$ cat config.mk
export PLATFORM = sky130hd
export DESIGN_NAME = vtv_div
export DESIGN_NICKNAME = d
export VERILOG_FILES = /design/src/rtl/vtv_pkg.sv /design/src/rtl/vtv_div.sv
export SDC_FILE = /design/constraint.sdc
export NUM_CORES = 1
export LEC_CHECK = 0
export ABC_AREA = 1
export BUFFER_PORTS_ARGS = -buffer_cell sky130_fd_sc_hd__buf_2
export CORE_MARGIN = 5
export CORE_UTILIZATION = 55
export CTS_CLUSTER_DIAMETER = 150
export DETAILED_ROUTE_END_ITERATION = 8
export PLACE_DENSITY_LB_ADDON = 0.3
export SYNTH_ARGS = -nofsm -noshare
export SYNTH_HDL_FRONTEND = slang
export SYNTH_SLANG_ARGS = --single-unit
export TNS_END_PERCENT = 20
$ cat constraint.sdc
create_clock -name clk_i -period 2.19 [get_ports clk_i]
set_input_delay 0.219 -clock clk_i [delete_from_list [all_inputs] [get_ports clk_i]]
set_output_delay 0.219 -clock clk_i [all_outputs]
set_load 0.02 [all_outputs]
$ cat src/rtl/vtv_pkg.sv
// Package for the vertex transform / viewport block: types, constants, codes.
// No dependencies.
package vtv_pkg;

  localparam int unsigned FracBitsDef = 16;

  localparam logic [11:0] LeftRst   = 12'd0;
  localparam logic [11:0] TopRst    = 12'd0;
  localparam logic [12:0] WidthRst  = 13'd640;
  localparam logic [12:0] HeightRst = 13'd480;

  typedef enum logic [1:0] {
    CMD_LOAD_WORLD = 2'd0,
    CMD_LOAD_VP    = 2'd1,
    CMD_VERTEX     = 2'd2,
    CMD_NONE       = 2'd3
  } cmd_e;

  typedef enum logic [1:0] {
    REG_LEFT   = 2'd0,
    REG_TOP    = 2'd1,
    REG_WIDTH  = 2'd2,
    REG_HEIGHT = 2'd3
  } reg_e;

  typedef enum logic [3:0] {
    ST_IDLE,
    ST_MAT,
    ST_MAT_ST,
    ST_VTX,
    ST_VTX_ST,
    ST_DIV_GO,
    ST_DIV_WAIT,
    ST_VP_X,
    ST_VP_Y,
    ST_DONE
  } state_e;

  typedef struct packed {
    logic start;
    logic done;
  } div_ctl_t;

  function automatic logic signed [31:0] sat32(input logic signed [67:0] v);
    if (v > 68'sd2147483647) return 32'sh7fffffff;
    if (v < -68'sd2147483648) return 32'sh80000000;
    return v[31:0];
  endfunction

endpackage

$ cat src/rtl/vtv_div.sv
// Serial restoring divider: (num << FRAC) / den, truncated toward zero, saturated.
// Depends on vtv_pkg.
module vtv_div
  import vtv_pkg::*;
#(
  parameter int unsigned FracBits = FracBitsDef
) (
  input  logic               clk_i,
  input  logic               rst_ni,
  input  logic               start_i,
  input  logic signed [31:0] num_i,
  input  logic signed [31:0] den_i,
  output div_ctl_t           ctl_o,
  output logic signed [31:0] quo_o
);
  localparam int unsigned NW = 32 + FracBits;
  localparam int unsigned CW = $clog2(NW + 1);

  logic [NW-1:0] rem_n_q, rem_n_d;   // dividend shifting out / quotient shifting in
  logic [32:0]   part_q, part_d;
  logic [31:0]   dmag_q, dmag_d;
  logic          neg_q, neg_d;
  logic [CW-1:0] cnt_q, cnt_d;
  logic          busy_q, busy_d, done_q, done_d;
  logic [33:0]   trial;
  logic [NW:0]   qmag;
  logic signed [NW+1:0] qs;

  always_comb begin
    rem_n_d = rem_n_q; part_d = part_q; dmag_d = dmag_q; neg_d = neg_q;
    cnt_d = cnt_q; busy_d = busy_q; done_d = 1'b0;
    trial = {part_q, rem_n_q[NW-1]} - {2'b00, dmag_q};
    if (start_i) begin
      rem_n_d = {(num_i[31] ? 32'(-num_i) : 32'(num_i)), {FracBits{1'b0}}};
      dmag_d  = den_i[31] ? 32'(-den_i) : 32'(den_i);
      neg_d   = num_i[31] ^ den_i[31];
      part_d  = '0;
      cnt_d   = CW'(NW);
      busy_d  = 1'b1;
    end else if (busy_q) begin
      if (!trial[33]) begin
        part_d  = trial[32:0];
        rem_n_d = {rem_n_q[NW-2:0], 1'b1};
      end else begin
        part_d  = {part_q[31:0], rem_n_q[NW-1]};
        rem_n_d = {rem_n_q[NW-2:0], 1'b0};
      end
      cnt_d = cnt_q - 1'b1;
      if (cnt_q == CW'(1)) begin
        busy_d = 1'b0;
        done_d = 1'b1;
      end
    end
  end

  always_ff @(posedge clk_i or negedge rst_ni) begin
    if (!rst_ni) begin
      busy_q <= 1'b0; done_q <= 1'b0; cnt_q <= '0;
    end else begin
      busy_q <= busy_d; done_q <= done_d; cnt_q <= cnt_d;
    end
  end

  always_ff @(posedge clk_i) begin
    rem_n_q <= rem_n_d; part_q <= part_d; dmag_q <= dmag_d; neg_q <= neg_d;
  end

  assign qmag = {1'b0, rem_n_q};
  assign qs   = neg_q ? -$signed({1'b0, qmag}) : $signed({1'b0, qmag});
  assign quo_o = sat32(68'(qs));
  assign ctl_o.start = start_i;
  assign ctl_o.done  = done_q;

  a_done_after_busy: assert property (@(posedge clk_i) disable iff (!rst_ni)
    done_q |-> $past(busy_q)) else $error("divider done without run");
  a_no_restart: assert property (@(posedge clk_i) disable iff (!rst_ni)
    busy_q |-> !start_i) else $error("divider restarted while busy");
  a_count: assert property (@(posedge clk_i) disable iff (!rst_ni)
    (busy_q && cnt_q != CW'(1)) |=> busy_q) else $error("divider stopped early");
endmodule

# Word-level counts from Yosys, hierarchy flattened
# Index checks and enable logic that the tools add are counted.
dict set report totals {
  ram_bits 0
  n_memories 0
  latch_bits 0
  out_inout_bits 34
  ff_bits 122
  romBits 0
  inputBits 67
  elab_cells 41
}
dict set report op_classes {
  mux 22
  bitwise 1
  eq_ne 1
  multipliers 0
  n_reduce_logical 1
  order_cmp 2
  add_sub_neg 5
  n_div 0
  shift 0
}
# operator n
set op_table {}
lappend op_table {{32-bit two-way mux} 5}
lappend op_table {{48-bit two-way mux} 2}
lappend op_table {{32-bit negator} 2}
lappend op_table {{50-bit by 32-bit > comparator with 1-bit output (second input constant)} 1}
lappend op_table {{50-bit by 32-bit less-than comparator with 1-bit output (second input constant)} 1}
lappend op_table {{50-bit two-way mux} 1}
lappend op_table {{48-bit negator with 50-bit output} 1}
lappend op_table {{34-bit by 32-bit subtractor with 34-bit output} 1}
lappend op_table {{33-bit two-way mux} 1}
lappend op_table {{31-bit two-way mux} 1}
lappend op_table {{6-bit two-way mux} 2}
lappend op_table {{1-bit two-way mux} 10}
lappend op_table {{6-bit by 1-bit == test with 1-bit output (second input constant)} 1}
lappend op_table {{6-bit by 1-bit subtractor with 6-bit output (second input constant)} 1}
lappend op_table {{2-bit nonzero test} 1}
lappend op_table {{1-bit XOR} 1}

# Depth between registers and ports, before layout
dict set report depth {
  ltp_word 7
  depth_mapped 18
  depth_no_buf 17
}

# Least setup slack after synthesis
# No wires, ideal clock.
dict set report synth_timing {
  path_type {register to output}
  startpoint {register rem_n_q[0]}
  endpoint {output quo_o[21]}
  path_buffers 1
  t_required_ps 1971
  stages_incl_launch_ff 18
  slack_ps -23
  arrival_ps 1994
  cell_sequence {dfxtp_1 > inv_1 > ha_1 > nand3_4 > nor2_8 > nand3_2 > nand2_2 > nand2_1 > nand2_1 > nand2_1 > nor2_1 > nand2_1 > nor2_1 > nand3_2 > nand2_4 > buf_6 > nand2_1 > nand2_1}
}
dict set report synth_via {
  elab_chain_len 7
  word_cells_on_any_way 10
  cone_classes {add/sub (1); order compare (2); mux (7)}
}
# element line
set synth_lines {}
lappend synth_lines {{from (decl)} vtv_div.sv:19} ;# logic [NW-1:0] rem_n_q, rem_n_d;
lappend synth_lines {{from (signal assigned)} vtv_div.sv:65} ;# rem_n_q <= rem_n_d; part_q <= part_d; dmag_q <= dmag_d; neg_q <= neg_d;
lappend synth_lines {{48-bit negator with 50-bit output} vtv_div.sv:69} ;# assign qs = neg_q ? -$signed({1'b0, qmag}) : $signed({1'b0, qmag});
lappend synth_lines {{50-bit two-way mux (*)} vtv_div.sv:69}
lappend synth_lines {{50-bit by 32-bit less-than comparator with 1-bit output} vtv_pkg.sv:46} ;# if (v < -68'sd2147483648) return 32'sh80000000;
lappend synth_lines {{1-bit two-way mux (2 in series)} vtv_pkg.sv:46}
lappend synth_lines {{32-bit two-way mux} vtv_pkg.sv:47} ;# return v[31:0];
lappend synth_lines {{32-bit two-way mux (*)} vtv_pkg.sv:46}
lappend synth_lines {{to (decl)} vtv_div.sv:14} ;# output logic signed [31:0] quo_o
# Every way passes the cells marked *; elsewhere a longest branch is shown, timed or not. The select of a mux whose other input is x is not followed.

# Worst setup path in the final report
dict set report layout_timing {
  startpoint {register rem_n_q[13]}
  endpoint {output quo_o[13]}
}
# Same word-level chain as after synthesis.

==> flow_summary.toml <==
[logic_synthesis]
synthFlopType = "edfxtp_1"
async_flop_share_pct = 6.557
yosysUniqueCellTypes = 58
synth_edf_count = 65
yosysTopAreaCellShare_pct = 18.90
synthCells = 1557
seq_area_frac_synth_pct = 30.34
synth_nets = 1662
syn_avg_cell_area_um2 = 6.633
yosysTopAreaCell = "edfxtp_1"
ys_top_cells_by_area = "edfxtp_1 (19%), nand2_1 (15%), dfxtp_1 (9.5%)"
synth_seq_cells = 122
syn_area_um2 = 10330
ys_warn_count = 0

[placed_design]
place_area_um2 = 12910
dpl.cell_count = 2112
io_buffer_count = 100
post-dp-hpwl_mm = 24.72
pre_cts_ws_ns = -0.4575
gp_congestion = 0.9982

[timing]
period_share_pct = 146.9
finalClockSkew_ns = 0.01005
setup_violations = 66
rsz0062_at_grt = "true"
relSlewSlack_pct = 54.73
worst_pin_slew_ns = 0.6749
period_needed_ns = 3.218
fmax_ghz = 0.3107
slew_viol_final = 0
hold_violations = 0
worst_slack_ns = -1.028

[detailed_routing]
drt-wirelength-per-cell_um = 16.57
routed_wl_mm = 35.98
drt-initial-drc-count = 1178
dr.pass1.iters = 6
ant_nets = 0
drc_errors = 0
vias_per_cell = 5.604
num_vias = 12170

[pwr]
p_leak_nw = 7.025
switchingPower_mw = 5.789
seqPwrFrac_pct = 22.3
ir_drop_uv = 485.4
combPwrFrac_pct = 56.8
p_total_mw = 14.08
clkPwrFrac_pct = 20.9
p_sw_share_pct = 41.11
power.internal_mw = 8.291
powerDensity_nw_per_um2 = 977.1

[die]
fp.dieH_um = 147.0
io_pins = 101
rows = 50
fp.dieArea_um2 = 21620
initial_core_util_pct = 55.58
coreArea_um2 = 18580
die_w_um = 147.0

[setup_path]
crit_required_ns = 1.97
crit_path_top_delay_cell = "dfxtp_1"
path_max_fanout = 10
cp.arrival_ns = 3.00
worstSetupPathType = "register to primary output"
crit_path_end_kind = "primary output"
worstPathCellList = "nor2_1, nand2_1, nor2_4, nand4_4, o21ai_4, nand3_2, nand2_2, nand2_2, nor2_2, nand3_2, nand2_8, buf_16, nand2_1, nand2_1, buf_6"
cpPeakStageDelay_ns = 0.36
crit_top_cell = "nand2_1"
cp-start-kind = "register"

[cells_and_area]
diodes = 0
stdcell_count = 2171
finish.net_count = 2029
postLayoutCellArea_um2 = 14410
drive_gt1_share_pct = 30.98
area_growth_pct = 39.53

[global_route]
grt_pass1_vias = 11560
grt_max_degree = 39
use_met1_pct = 36.83
antenna_found_initial = 0
grtUsageMet2_pct = 52.96
grt_pass1_wl_mm = 54.46
gr-usage-all-layers_pct = 30.71
busiest_layer = "met2"
grt_overflow_total = 0
met3_usage_pct = 4.719

[clocking]
clkTransAtPathRegs_ns = 0.06
cts_max_level = 4
numClockSinks = 122
cts_made_buffers = 17
clockBufferDepth = 2
cts_root_buf = "clkbuf_16"
clk_latency_ns = 0.43
cts_tree = "yes"

[hold_path]
hp-class = "input pin to register"

[status]
violations = "negative setup slack"
outcome = "finished with violations"

[run]
maxCapViolations = 0
[power by group through the flow]
stage | combinational, mW | sequential (mW) | clock [mW]
detailed placement | 6.95 | 3.13 | 0
CTS | 7.45 | 3.11 | 2.94
global route | 8.70 | 3.18 | 3.04
global placement | 6.85 | 3.12 | 0
floorplan | 4.07 | 3.09 | 0
finish | 8.00 | 3.14 | 2.95
[path summary, 6_finish.rpt]
check | from | endpoint | slack, ns | cells past startpoint
setup / recovery | rem_n_q[13] | quo_o[13] | -1.03 | 15
hold / removal | den_i[0] | dmag_q[0] | 0.08 | 2
setup reg to reg | dmag_q[14] | part_q[8] | -0.20 | 16
hold reg to reg | part_q[27] | part_q[27] | 0.48 | 2
max in group asynchronous | rst_ni | cnt_q[5] | 1.83 | 2
min in group asynchronous | rst_ni | done_q | 0.20 | 2
[cells in the final DEF (no fill, tap or decap), drive strengths merged, types with 2 or more instances in the layout]
master    count
bufinv        3
a21o          2
edfxtp       65
xnor2        20
nand3        79
dfrtp         8
nand3b        5
inv         203
a21oi        78
clkbuf       20
or2           4
dfxtp        49
nor3         27
nand2       456
and2          2
clkinvlp      3
o22ai        27
nor4          4
o211ai        2
nor2        218
clkinv        6
o21a          2
a21boi        2
o21ai       120
o21bai        5
o31ai         4
o32ai         3
ha           37
a31oi         4
nand4        21
buf         387
xor2         63
[cells by family (layout without fill, tap and decap cells)]
family	Yosys count	after routing	share of synthesized area, %
adders and majority gates	38	38	4.676
buffers and inverters	243	623	10.06
AOI/OAI and AO/OA	253	253	13.51
xor gates and xnor gates	83	83	7.039
DFF	122	122	30.34
and+or+nand+nor	818	818	34.38
[metal layers]
metal  part of all wire, %  vias to the layer above
li1                      -                     5784
met1                    39                     5515
met2                    47                      658
met3                   7.5                      210
met4                   6.9                        0
met5                     0                        -
[cell usage after synthesis (6+ instances only)]
cell type	count
a21oi_1	78
clkbuf_1	22
dfrtp_1	8
dfxtp_1	49
edfxtp_1	65
ha_1	37
inv_1	198
nand2_1	421
nand2_2	32
nand3_1	74
nand4_1	20
nor2_1	202
nor2_2	10
nor3_1	25
o21ai_0	110
o21ai_1	6
o22ai_1	27
xnor2_1	20
xor2_1	63
[state kept, by name, indices dropped and copies added, names as in the netlist]
register / cells
part_q: 33
busy_q: 1
rem_n_q: 48
done_q: 1
cnt_q: 6
dmag_q: 32
neg_q: 1
[critical path: cells and delay by family, from the launching register on]
family	cells	cell delay (ns)
AOI/OAI and AO/OA	1	0.25
buffers and inverters	2	0.28
DFF	1	0.36
and+or+nand+nor	12	1.68
[metrics by stage]
stage	utilization (%)	hold slack (ns)	setup TNS (ns)
2_1_floorplan	-	-0.07659	-0.2498
3_3_place_gp	69.47	0.06360	-18.41
3_5_place_dp	69.47	0.07022	-21.07
4_1_cts	75.67	0.07471	-27.08
5_1_grt	77.56	0.09042	-44.02
6_report	77.56	0.07760	-35.39
[area by class of cell]
type	count	area [um^2]
clock buffers	18	429.2
flip-flops and latches	122	3134
repair buffers	390	3017
fillers	1296	4170
inverters	201	754.5
well taps	234	292.8
multi-input cells	1192	6613
clock inverters	14	170.2
[repair_timing]
action                                  in CTS  in global routing
hold buffers                                 1                  0
resized for setup                          135                 73
pin swaps                                   24                  7
hold endpoints to repair                     8                  0
endpoints found under the setup margin      66                 68
setup buffers                               14                  8
cloned                                       2                  2
Power figures use the tool's default switching activity.
